--- config.mk ---
export PLATFORM = sky130hd
export DESIGN_NAME = integer_to_ascii_radix_core
export DESIGN_NICKNAME = d
export VERILOG_FILES = /design/src/hw/rtl/itoar_pkg.sv /design/src/hw/rtl/integer_to_ascii_radix_core.sv /design/src/hw/rtl/itoar_front.sv /design/src/hw/rtl/itoar_queue.sv /design/src/hw/rtl/itoar_back.sv
export SDC_FILE = /design/constraint.sdc
export NUM_CORES = 1
export LEC_CHECK = 0
export ABC_AREA = 0
export BUFFER_PORTS_ARGS = -buffer_cell sky130_fd_sc_hd__buf_2
export CAP_MARGIN = 30
export CORE_UTILIZATION = 50
export CTS_CLUSTER_SIZE = 12
export DETAILED_ROUTE_END_ITERATION = 12
export PLACE_DENSITY = 0.66
export SLEW_MARGIN = 25
export SYNTH_ARGS = -nofsm -noshare
export SYNTH_HDL_FRONTEND = slang
export SYNTH_SLANG_ARGS = --single-unit
--- constraint.sdc ---
create_clock -name i_clk -period 22.5 [get_ports i_clk]
set_clock_uncertainty 0.1 [all_clocks]
set_input_delay 2.25 -clock i_clk [delete_from_list [all_inputs] [get_ports i_clk]]
set_output_delay 2.25 -clock i_clk [all_outputs]
set_load 0.02 [all_outputs]
--- src/hw/rtl/itoar_pkg.sv ---
package itoar_pkg;

    // default word width of the converted integer
    localparam int WORD_BITS_DEF = 32;

    localparam int RADIX_W = 6;
    localparam int CHAR_W  = 7;
    localparam int DIGIT_W = 6;

    localparam logic [RADIX_W-1:0] RADIX_RESET = 6'd10;
    localparam logic [RADIX_W-1:0] RADIX_MIN   = 6'd2;
    localparam logic [RADIX_W-1:0] RADIX_MAX   = 6'd36;

    localparam logic [CHAR_W-1:0]  MINUS_CODE    = 7'd45;
    localparam logic [CHAR_W-1:0]  ZERO_CODE     = 7'd48;
    localparam logic [CHAR_W-1:0]  LETTER_OFFSET = 7'd55;
    localparam logic [DIGIT_W-1:0] DIGIT_LIMIT   = 6'd9;

    // quotient bits resolved per cycle by the divide loop
    localparam int STEP_BITS = 8;

    // depth of the queue between front and back, power of two
    localparam int QUEUE_DEPTH = 2;

    typedef enum logic [1:0] {
        BK_IDLE,
        BK_DIV,
        BK_SIGN,
        BK_DIGIT
    } t_back_state;

    function automatic logic [RADIX_W-1:0] clamp_radix(input logic [RADIX_W-1:0] r);
        logic [RADIX_W-1:0] v;
        v = r;
        if (v < RADIX_MIN) begin
            v = RADIX_MIN;
        end else if (v > RADIX_MAX) begin
            v = RADIX_MAX;
        end
        return v;
    endfunction

    function automatic logic [CHAR_W-1:0] digit_code(input logic [DIGIT_W-1:0] d);
        logic [CHAR_W-1:0] v;
        v = {1'b0, d};
        if (d > DIGIT_LIMIT) begin
            v = v + LETTER_OFFSET;
        end else begin
            v = v + ZERO_CODE;
        end
        return v;
    endfunction

endpackage

--- src/hw/rtl/integer_to_ascii_radix_core.sv ---
// Channel   | Direction | Handshake                 | Payload
// ----------+-----------+---------------------------+--------------------------------
// input     | in        | push / full               | i_value (WORD_BITS, signed)
// result    | out       | empty / pop               | o_out_char (7), o_last_char (1)
// config    | in        | i_cfg_valid / o_cfg_ready | i_cfg_radix (6)
//
// Per number the back takes a queue entry and divides out each digit with a loop that
// resolves 8 quotient bits a cycle over the padded word, then emits a minus sign for a
// negative value and the digits most significant first.
// Reset (synchronous, active low) empties the queue and result register, idles the back.
// A two-entry queue parts the front from the back, so requests are taken while the back
// converts or stalls on pop; a held result only holds the back.
module integer_to_ascii_radix_core #(
    parameter int WORD_BITS = itoar_pkg::WORD_BITS_DEF
) (
    input  logic                          i_clk,
    input  logic                          i_rst_n,
    // input requests
    input  logic                          push,
    output logic                          full,
    input  logic [WORD_BITS-1:0]          i_value,
    // result characters
    output logic                          empty,
    input  logic                          pop,
    output logic [itoar_pkg::CHAR_W-1:0]  o_out_char,
    output logic                          o_last_char,
    // radix register write
    input  logic                          i_cfg_valid,
    output logic                          o_cfg_ready,
    input  logic [itoar_pkg::RADIX_W-1:0] i_cfg_radix
);

    logic [itoar_pkg::RADIX_W-1:0] r_radix;
    logic                          q_push, q_pop, q_full, q_empty;
    logic [WORD_BITS:0]            q_wr_data, q_rd_data;

    // radix register: always ready, holds the written bits, resets to 10; clamping
    // happens at use
    assign o_cfg_ready = 1'b1;

    always_ff @(posedge i_clk) begin
        if (!i_rst_n) begin
            r_radix <= itoar_pkg::RADIX_RESET;
        end else if (i_cfg_valid && o_cfg_ready) begin
            r_radix <= i_cfg_radix;
        end
    end

    // front: take the request, split off the sign, form the unsigned magnitude
    itoar_front #(
        .WORD_BITS (WORD_BITS)
    ) u_front (
        .i_push   (push),
        .o_full   (full),
        .i_value  (i_value),
        .i_q_full (q_full),
        .o_q_push (q_push),
        .o_q_data (q_wr_data)
    );

    // short queue of {sign, magnitude} between front and back
    itoar_queue #(
        .WIDTH (WORD_BITS + 1),
        .DEPTH (itoar_pkg::QUEUE_DEPTH)
    ) u_queue (
        .i_clk   (i_clk),
        .i_rst_n (i_rst_n),
        .i_push  (q_push),
        .i_data  (q_wr_data),
        .o_full  (q_full),
        .i_pop   (q_pop),
        .o_data  (q_rd_data),
        .o_empty (q_empty)
    );

    // back: divide out digits least significant first, then emit sign and digits
    // most significant first through a one-entry result register
    itoar_back #(
        .WORD_BITS (WORD_BITS)
    ) u_back (
        .i_clk       (i_clk),
        .i_rst_n     (i_rst_n),
        .i_radix     (r_radix),
        .i_q_data    (q_rd_data),
        .i_q_empty   (q_empty),
        .o_q_pop     (q_pop),
        .o_empty     (empty),
        .i_pop       (pop),
        .o_out_char  (o_out_char),
        .o_last_char (o_last_char)
    );

endmodule

--- src/hw/rtl/itoar_front.sv ---
module itoar_front #(
    parameter int WORD_BITS = itoar_pkg::WORD_BITS_DEF
) (
    input  logic                 i_push,
    output logic                 o_full,
    input  logic [WORD_BITS-1:0] i_value,
    input  logic                 i_q_full,
    output logic                 o_q_push,
    output logic [WORD_BITS:0]   o_q_data
);

    logic                 neg;
    logic [WORD_BITS-1:0] mag;

    // sign bit classifies; two's complement negate gives the unsigned magnitude
    assign neg = i_value[WORD_BITS-1];
    assign mag = neg ? (~i_value + 1'b1) : i_value;

    assign o_full   = i_q_full;
    assign o_q_push = i_push & ~i_q_full;
    assign o_q_data = {neg, mag};

endmodule

--- src/hw/rtl/itoar_queue.sv ---
module itoar_queue #(
    parameter int WIDTH = 33,
    parameter int DEPTH = itoar_pkg::QUEUE_DEPTH
) (
    input  logic             i_clk,
    input  logic             i_rst_n,
    input  logic             i_push,
    input  logic [WIDTH-1:0] i_data,
    output logic             o_full,
    input  logic             i_pop,
    output logic [WIDTH-1:0] o_data,
    output logic             o_empty
);

    localparam int PTR_W = (DEPTH > 1) ? $clog2(DEPTH) : 1;
    localparam int CNT_W = $clog2(DEPTH + 1);

    logic [WIDTH-1:0] r_mem [DEPTH];
    logic [PTR_W-1:0] r_wr_ptr, n_wr_ptr;
    logic [PTR_W-1:0] r_rd_ptr, n_rd_ptr;
    logic [CNT_W-1:0] r_count, n_count;
    logic             do_push, do_pop;

    assign o_full  = (r_count == CNT_W'(DEPTH));
    assign o_empty = (r_count == '0);
    assign o_data  = r_mem[r_rd_ptr];
    assign do_push = i_push & ~o_full;
    assign do_pop  = i_pop & ~o_empty;

    always_comb begin
        n_wr_ptr = r_wr_ptr;
        n_rd_ptr = r_rd_ptr;
        n_count  = r_count;
        if (do_push) begin
            n_wr_ptr = PTR_W'(r_wr_ptr + 1'b1);
        end
        if (do_pop) begin
            n_rd_ptr = PTR_W'(r_rd_ptr + 1'b1);
        end
        if (do_push && !do_pop) begin
            n_count = CNT_W'(r_count + 1'b1);
        end else if (do_pop && !do_push) begin
            n_count = CNT_W'(r_count - 1'b1);
        end
    end

    always_ff @(posedge i_clk) begin
        if (!i_rst_n) begin
            r_wr_ptr <= '0;
            r_rd_ptr <= '0;
            r_count  <= '0;
        end else begin
            r_wr_ptr <= n_wr_ptr;
            r_rd_ptr <= n_rd_ptr;
            r_count  <= n_count;
        end
    end

    always_ff @(posedge i_clk) begin
        if (do_push) begin
            r_mem[r_wr_ptr] <= i_data;
        end
    end

endmodule

--- src/hw/rtl/itoar_back.sv ---
module itoar_back #(
    parameter int WORD_BITS = itoar_pkg::WORD_BITS_DEF
) (
    input  logic                          i_clk,
    input  logic                          i_rst_n,
    input  logic [itoar_pkg::RADIX_W-1:0] i_radix,
    input  logic [WORD_BITS:0]            i_q_data,
    input  logic                          i_q_empty,
    output logic                          o_q_pop,
    output logic                          o_empty,
    input  logic                          i_pop,
    output logic [itoar_pkg::CHAR_W-1:0]  o_out_char,
    output logic                          o_last_char
);

    localparam int STEP    = itoar_pkg::STEP_BITS;
    localparam int DIGIT_W = itoar_pkg::DIGIT_W;
    localparam int CHAR_W  = itoar_pkg::CHAR_W;
    localparam int CHUNKS  = (WORD_BITS + STEP - 1) / STEP;
    localparam int PAD_W   = CHUNKS * STEP;
    localparam int CNT_W   = (CHUNKS > 1) ? $clog2(CHUNKS) : 1;
    localparam int ND_W    = $clog2(WORD_BITS + 1);
    localparam int IDX_W   = $clog2(WORD_BITS);

    itoar_pkg::t_back_state r_state, n_state;

    logic                  r_neg, n_neg;
    logic [PAD_W-1:0]      r_div, n_div;
    logic [DIGIT_W-1:0]    r_rem, n_rem;
    logic [DIGIT_W-1:0]    r_base, n_base;
    logic [CNT_W-1:0]      r_chunk, n_chunk;
    logic [ND_W-1:0]       r_nd, n_nd;
    logic [DIGIT_W-1:0]    r_digits [WORD_BITS];
    logic                  digit_we;

    logic                  r_out_valid, n_out_valid;
    logic [CHAR_W-1:0]     r_out_char, n_out_char;
    logic                  r_out_last, n_out_last;

    logic [DIGIT_W-1:0]    step_rem;
    logic [PAD_W-1:0]      step_quo;
    logic                  out_free;
    logic [IDX_W-1:0]      rd_idx;

    // one chunk of restoring division: STEP quotient bits against the radix
    always_comb begin
        logic [DIGIT_W:0]   v_trial;
        logic [DIGIT_W-1:0] v_rem;
        logic [STEP-1:0]    v_top;
        logic [STEP-1:0]    v_q;
        v_top = r_div[PAD_W-1 -: STEP];
        v_rem = r_rem;
        v_q   = '0;
        for (int i = STEP - 1; i >= 0; i--) begin
            v_trial = {v_rem, v_top[i]};
            if (v_trial >= {1'b0, r_base}) begin
                v_rem  = DIGIT_W'(v_trial - {1'b0, r_base});
                v_q[i] = 1'b1;
            end else begin
                v_rem  = v_trial[DIGIT_W-1:0];
                v_q[i] = 1'b0;
            end
        end
        step_rem = v_rem;
        step_quo = (r_div << STEP) | PAD_W'(v_q);
    end

    assign out_free = ~r_out_valid | i_pop;
    assign rd_idx   = IDX_W'(r_nd - 1'b1);

    always_comb begin
        n_state     = r_state;
        n_neg       = r_neg;
        n_div       = r_div;
        n_rem       = r_rem;
        n_base      = r_base;
        n_chunk     = r_chunk;
        n_nd        = r_nd;
        n_out_valid = r_out_valid & ~i_pop;
        n_out_char  = r_out_char;
        n_out_last  = r_out_last;
        o_q_pop     = 1'b0;
        digit_we    = 1'b0;
        case (r_state)
            itoar_pkg::BK_IDLE: begin
                if (!i_q_empty) begin
                    o_q_pop = 1'b1;
                    n_neg   = i_q_data[WORD_BITS];
                    n_div   = PAD_W'(i_q_data[WORD_BITS-1:0]);
                    n_base  = itoar_pkg::clamp_radix(i_radix);
                    n_rem   = '0;
                    n_chunk = '0;
                    n_nd    = '0;
                    n_state = itoar_pkg::BK_DIV;
                end
            end
            itoar_pkg::BK_DIV: begin
                n_div   = step_quo;
                n_rem   = step_rem;
                n_chunk = CNT_W'(r_chunk + 1'b1);
                if (r_chunk == CNT_W'(CHUNKS - 1)) begin
                    digit_we = 1'b1;
                    n_nd     = ND_W'(r_nd + 1'b1);
                    n_rem    = '0;
                    n_chunk  = '0;
                    if (step_quo == '0) begin
                        n_state = r_neg ? itoar_pkg::BK_SIGN : itoar_pkg::BK_DIGIT;
                    end
                end
            end
            itoar_pkg::BK_SIGN: begin
                if (out_free) begin
                    n_out_valid = 1'b1;
                    n_out_char  = itoar_pkg::MINUS_CODE;
                    n_out_last  = 1'b0;
                    n_state     = itoar_pkg::BK_DIGIT;
                end
            end
            itoar_pkg::BK_DIGIT: begin
                if (out_free) begin
                    n_out_valid = 1'b1;
                    n_out_char  = itoar_pkg::digit_code(r_digits[rd_idx]);
                    n_out_last  = (r_nd == ND_W'(1));
                    n_nd        = ND_W'(r_nd - 1'b1);
                    if (r_nd == ND_W'(1)) begin
                        n_state = itoar_pkg::BK_IDLE;
                    end
                end
            end
            default: begin
                n_state = itoar_pkg::BK_IDLE;
            end
        endcase
    end

    always_ff @(posedge i_clk) begin
        if (!i_rst_n) begin
            r_state     <= itoar_pkg::BK_IDLE;
            r_out_valid <= 1'b0;
        end else begin
            r_state     <= n_state;
            r_out_valid <= n_out_valid;
        end
    end

    always_ff @(posedge i_clk) begin
        r_neg      <= n_neg;
        r_div      <= n_div;
        r_rem      <= n_rem;
        r_base     <= n_base;
        r_chunk    <= n_chunk;
        r_nd       <= n_nd;
        r_out_char <= n_out_char;
        r_out_last <= n_out_last;
        if (digit_we) begin
            r_digits[r_nd[IDX_W-1:0]] <= step_rem;
        end
    end

    assign o_empty     = ~r_out_valid;
    assign o_out_char  = r_out_char;
    assign o_last_char = r_out_last;

endmodule
==> flow_metrics.env <==
export IMPL_status="finished, final reports clean"
export IMPL_whs_path_depth=2
export IMPL_max_slew_margin_rel_pct=33.50
export IMPL_die_width_um=186.2
export IMPL_post_synth_cell_area_avg_sq_um=13.86
export IMPL_synth_seq_cells=333
export IMPL_worst_r2r_setup_slack_ps=1720
export IMPL_cts_tree="yes"
export IMPL_crit_path_capture_type="flip-flop"
export IMPL_synth_sequential_area_ratio_pct=58.12
export IMPL_cp_slowest_cell="a311oi_1"
export IMPL_clkSinkCount=333
export IMPL_floorplan_core_area_sq_um=33450
export IMPL_achievable_frequency_ghz=0.04812
export IMPL_grt_pass1_wl_um=55970
export IMPL_cts_repair_resized=0
export IMPL_worst_hold_startpoint="r_radix[1]"
export IMPL_detailedRoute_firstIterationViolations=964
export IMPL_post_cts_hold_buffer_count=0
export IMPL_yosysTopAreaCell="edfxtp_1"
export IMPL_place_congestion=0.9186
export IMPL_wire_per_inst_um=20.61
export IMPL_max_slew_worst_pin_slew_ps=985.0
export IMPL_synth_cell_type_count=92
export IMPL_final_fill_count=2702
export IMPL_pin_count=54
export IMPL_crit_top_cell="ha_1"
export IMPL_maxCapViolCount=0
export IMPL_rr_worst_depth=73
export IMPL_post_synth_instance_area_sq_um=16960
export IMPL_wl_um=36280
export IMPL_synth_adder_area_share_pct=5.738
export IMPL_clock_root_buffer_master="clkbuf_16"
export IMPL_finalMaxSlewViolations=0
export IMPL_place_port_buffers=52
export IMPL_synth_top_cells_by_count="edfxtp_1, nand2_1, nor2_1, o21ai_0, ha_1"
export IMPL_timing_hold_violations_final=0
export IMPL_synthSimpleGateAreaFrac_pct=9.220
export IMPL_hold_end="r_radix[1]"
export IMPL_remaining_drc_errors=0
export IMPL_grt_total_usage_pct=21.45
export IMPL_worst_path_largest_cell_delay_ps=740
export IMPL_number_of_global_route_vias_before_repair=9937
export IMPL_post_dp_hpwl_um=24770
export IMPL_firstDrtPassIters=7
export IMPL_antenna_cells=0
export IMPL_worst_skew_pair_late_latency_ps=530
export IMPL_detailroute_via_count=10340
export IMPL_grt_setup_unrepaired="false"
export IMPL_reg2reg_to="u_back.r_rem[2]"
export IMPL_synth_async_sr_flop_share_pct=0
export IMPL_grt_max_degree=69
export IMPL_synthDominantCellAreaShare_pct=56.47
export IMPL_regArea_sq_um=9861
export IMPL_share_of_cell_area_taken_by_muxes_after_synthesis_pct=12.29
export IMPL_die_h_um=186.2
export IMPL_worst_ep_required_time_ps=22680
export IMPL_finalCritPeriodShare_pct=92.36
export IMPL_postRouteAntennaNets=0
export IMPL_drive_above_1_share_pct=17.84
export IMPL_cp_max_fo=33
export IMPL_area_delta_synth_final_pct=11.60
export IMPL_start_util_pct=50.72
export IMPL_r2r_start="u_back.r_base[1]"
export IMPL_synth_area_leaders="edfxtp_1, mux4_2, ha_1"
export IMPL_clk_path_buf_depth=3
export IMPL_number_of_flops_mapped_to_enable_cells_by_yosys=319
export IMPL_grt_antenna_before_repair=1
export IMPL_postCtsSetupRepairBufs=0
export IMPL_multiInputGateArea_sq_um=6763
export IMPL_synthesis_nets=1340
export IMPL_clkSlewWorstSetupHoldPaths_ps=60
export IMPL_die_area_sq_um=34670
export IMPL_rows=67
export IMPL_final_critical_path_time_including_i_o_delays_and_setup_ps=20780
export IMPL_most_instantiated_library_cell_after_synthesis="edfxtp_1"
export IMPL_total_negative_setup_slacks_ps=0
export IMPL_setup_violations_final=0
export IMPL_postSynthCellCount=1224
export IMPL_cp_start_kind="flip-flop"
export IMPL_grt_ovfl_total=0
export IMPL_cts_buffers_inserted=37
export IMPL_synth_ff_type="edfxtp_1"
export IMPL_min_path_type="flip-flop to flip-flop"
export IMPL_avgViaCountPerCell=5.872
export IMPL_cts_htree_levels=2
export IMPL_main_combinational_cell_family_by_area_after_synthesis="multiplexers"
export IMPL_yosys_area_share_xor_xnor_pct=3.253
export IMPL_critical_path_class="flip-flop to flip-flop"
export IMPL_layout_nets=1403
export IMPL_timing_critical_path_arrival_ps=20960
export IMPL_synth_compound_area_share_pct=9.205
export IMPL_ys_warn_count=0
[cell type report]
type	instances	share of cell area, %
clock buffer	52	5.406
inverter	52	1.031
multi-input combinational	799	35.72
clock inverter	12	0.8790
timing repair buffer	64	1.917
sequential	333	52.09
tap	448	2.961
[sequential cells by signal, summed over array words and instances, names as in the netlist, named ones only]
name                count
u_queue.r_wr_ptr        1
u_back.r_neg            1
u_back.r_base           6
u_queue.r_count         2
u_back.o_last_char      1
u_back.r_state          2
u_queue.r_rd_ptr        1
r_radix                 6
u_back.r_digits       192
u_queue.r_mem          66
u_back.r_chunk          2
u_back.r_nd             6
u_back.r_rem            6
u_back.r_out_valid      1
u_back.r_div           32
u_back.o_out_char       7
[metrics by stage]
| step | hold WS [ps] | instance area [sq um] | util [%] | instances | setup WS, ps |
|---|---|---|---|---|---|
| finish | 433.1 | 18930 | 56.60 | 1760 | 1719 |
| global route | 458.4 | 18930 | 56.60 | 1760 | 53.00 |
| CTS | 432.3 | 18910 | 56.54 | 1759 | 1885 |
| detailed placement | 423.5 | 17720 | 52.98 | 1695 | 2023 |
| global placement | 398.0 | 17720 | 52.98 | 1695 | 2621 |
| floorplan | 373.7 | 16960 | - | 1224 | 4228 |
[cell usage in the layout (no fill, tap or decap), drive strengths merged, types with 15 or more instances in the layout]
| master | n |
|---|---|
| nor2b | 23 |
| mux4 | 60 |
| nand2b | 15 |
| xor2 | 16 |
| xnor2 | 47 |
| ha | 65 |
| clkbuf | 52 |
| a21oi | 28 |
| buf | 64 |
| inv | 52 |
| nor2 | 84 |
| nand2 | 88 |
| mux2i | 53 |
| mux2 | 17 |
| edfxtp | 319 |
| o21ai | 80 |
[critical path, delay by kind of cell, from the launching register on]
| family | cells | cell delay, ps |
|---|---|---|
| compound gates | 43 | 12170 |
| fa+ha+maj | 8 | 2400 |
| buf+inv | 5 | 770 |
| flops | 1 | 690 |
| mux | 5 | 2070 |
| simple gates | 12 | 2290 |
[per-layer routing]
| metal | vias up | global-route usage (%) | share of wire (%) |
|---|---|---|---|
| li1 | 4842 | - | - |
| met1 | 5128 | 31.09 | 46 |
| met2 | 296 | 33.64 | 47 |
| met3 | 67 | 3.290 | 5.3 |
| met4 | 2 | 6.262 | 2.0 |
| met5 | - | 0 | 0.030 |
[worst max-delay path by stage]
stage | from | to | slack [ps] | cells after the start
CTS | u_back.r_base[1] | u_back.r_rem[2] | 1880 | 73
finish | u_back.r_base[1] | u_back.r_rem[2] | 1720 | 73
global placement | u_back.r_base[1] | u_back.r_rem[2] | 2620 | 73
floorplan | u_back.r_base[1] | u_back.r_rem[0] | 4230 | 77
global route | u_back.r_base[1] | u_back.r_rem[1] | 50 | 75
detailed placement | u_back.r_base[1] | u_back.r_rem[2] | 2020 | 73
[cells by family after synthesis]
kind of cell               count (synthesis)
other                                      1
xor gates and xnor gates                  63
and+or+nand+nor                          311
muxes                                    130
adders and majority gates                 73
AOI/OAI and AO/OA                        221
DFF                                      333
buffers and inverters                     92
Power is left out: the tool's default activity adds up to more than one toggle a clock period on the data nets, which glitch-free logic cannot reach.
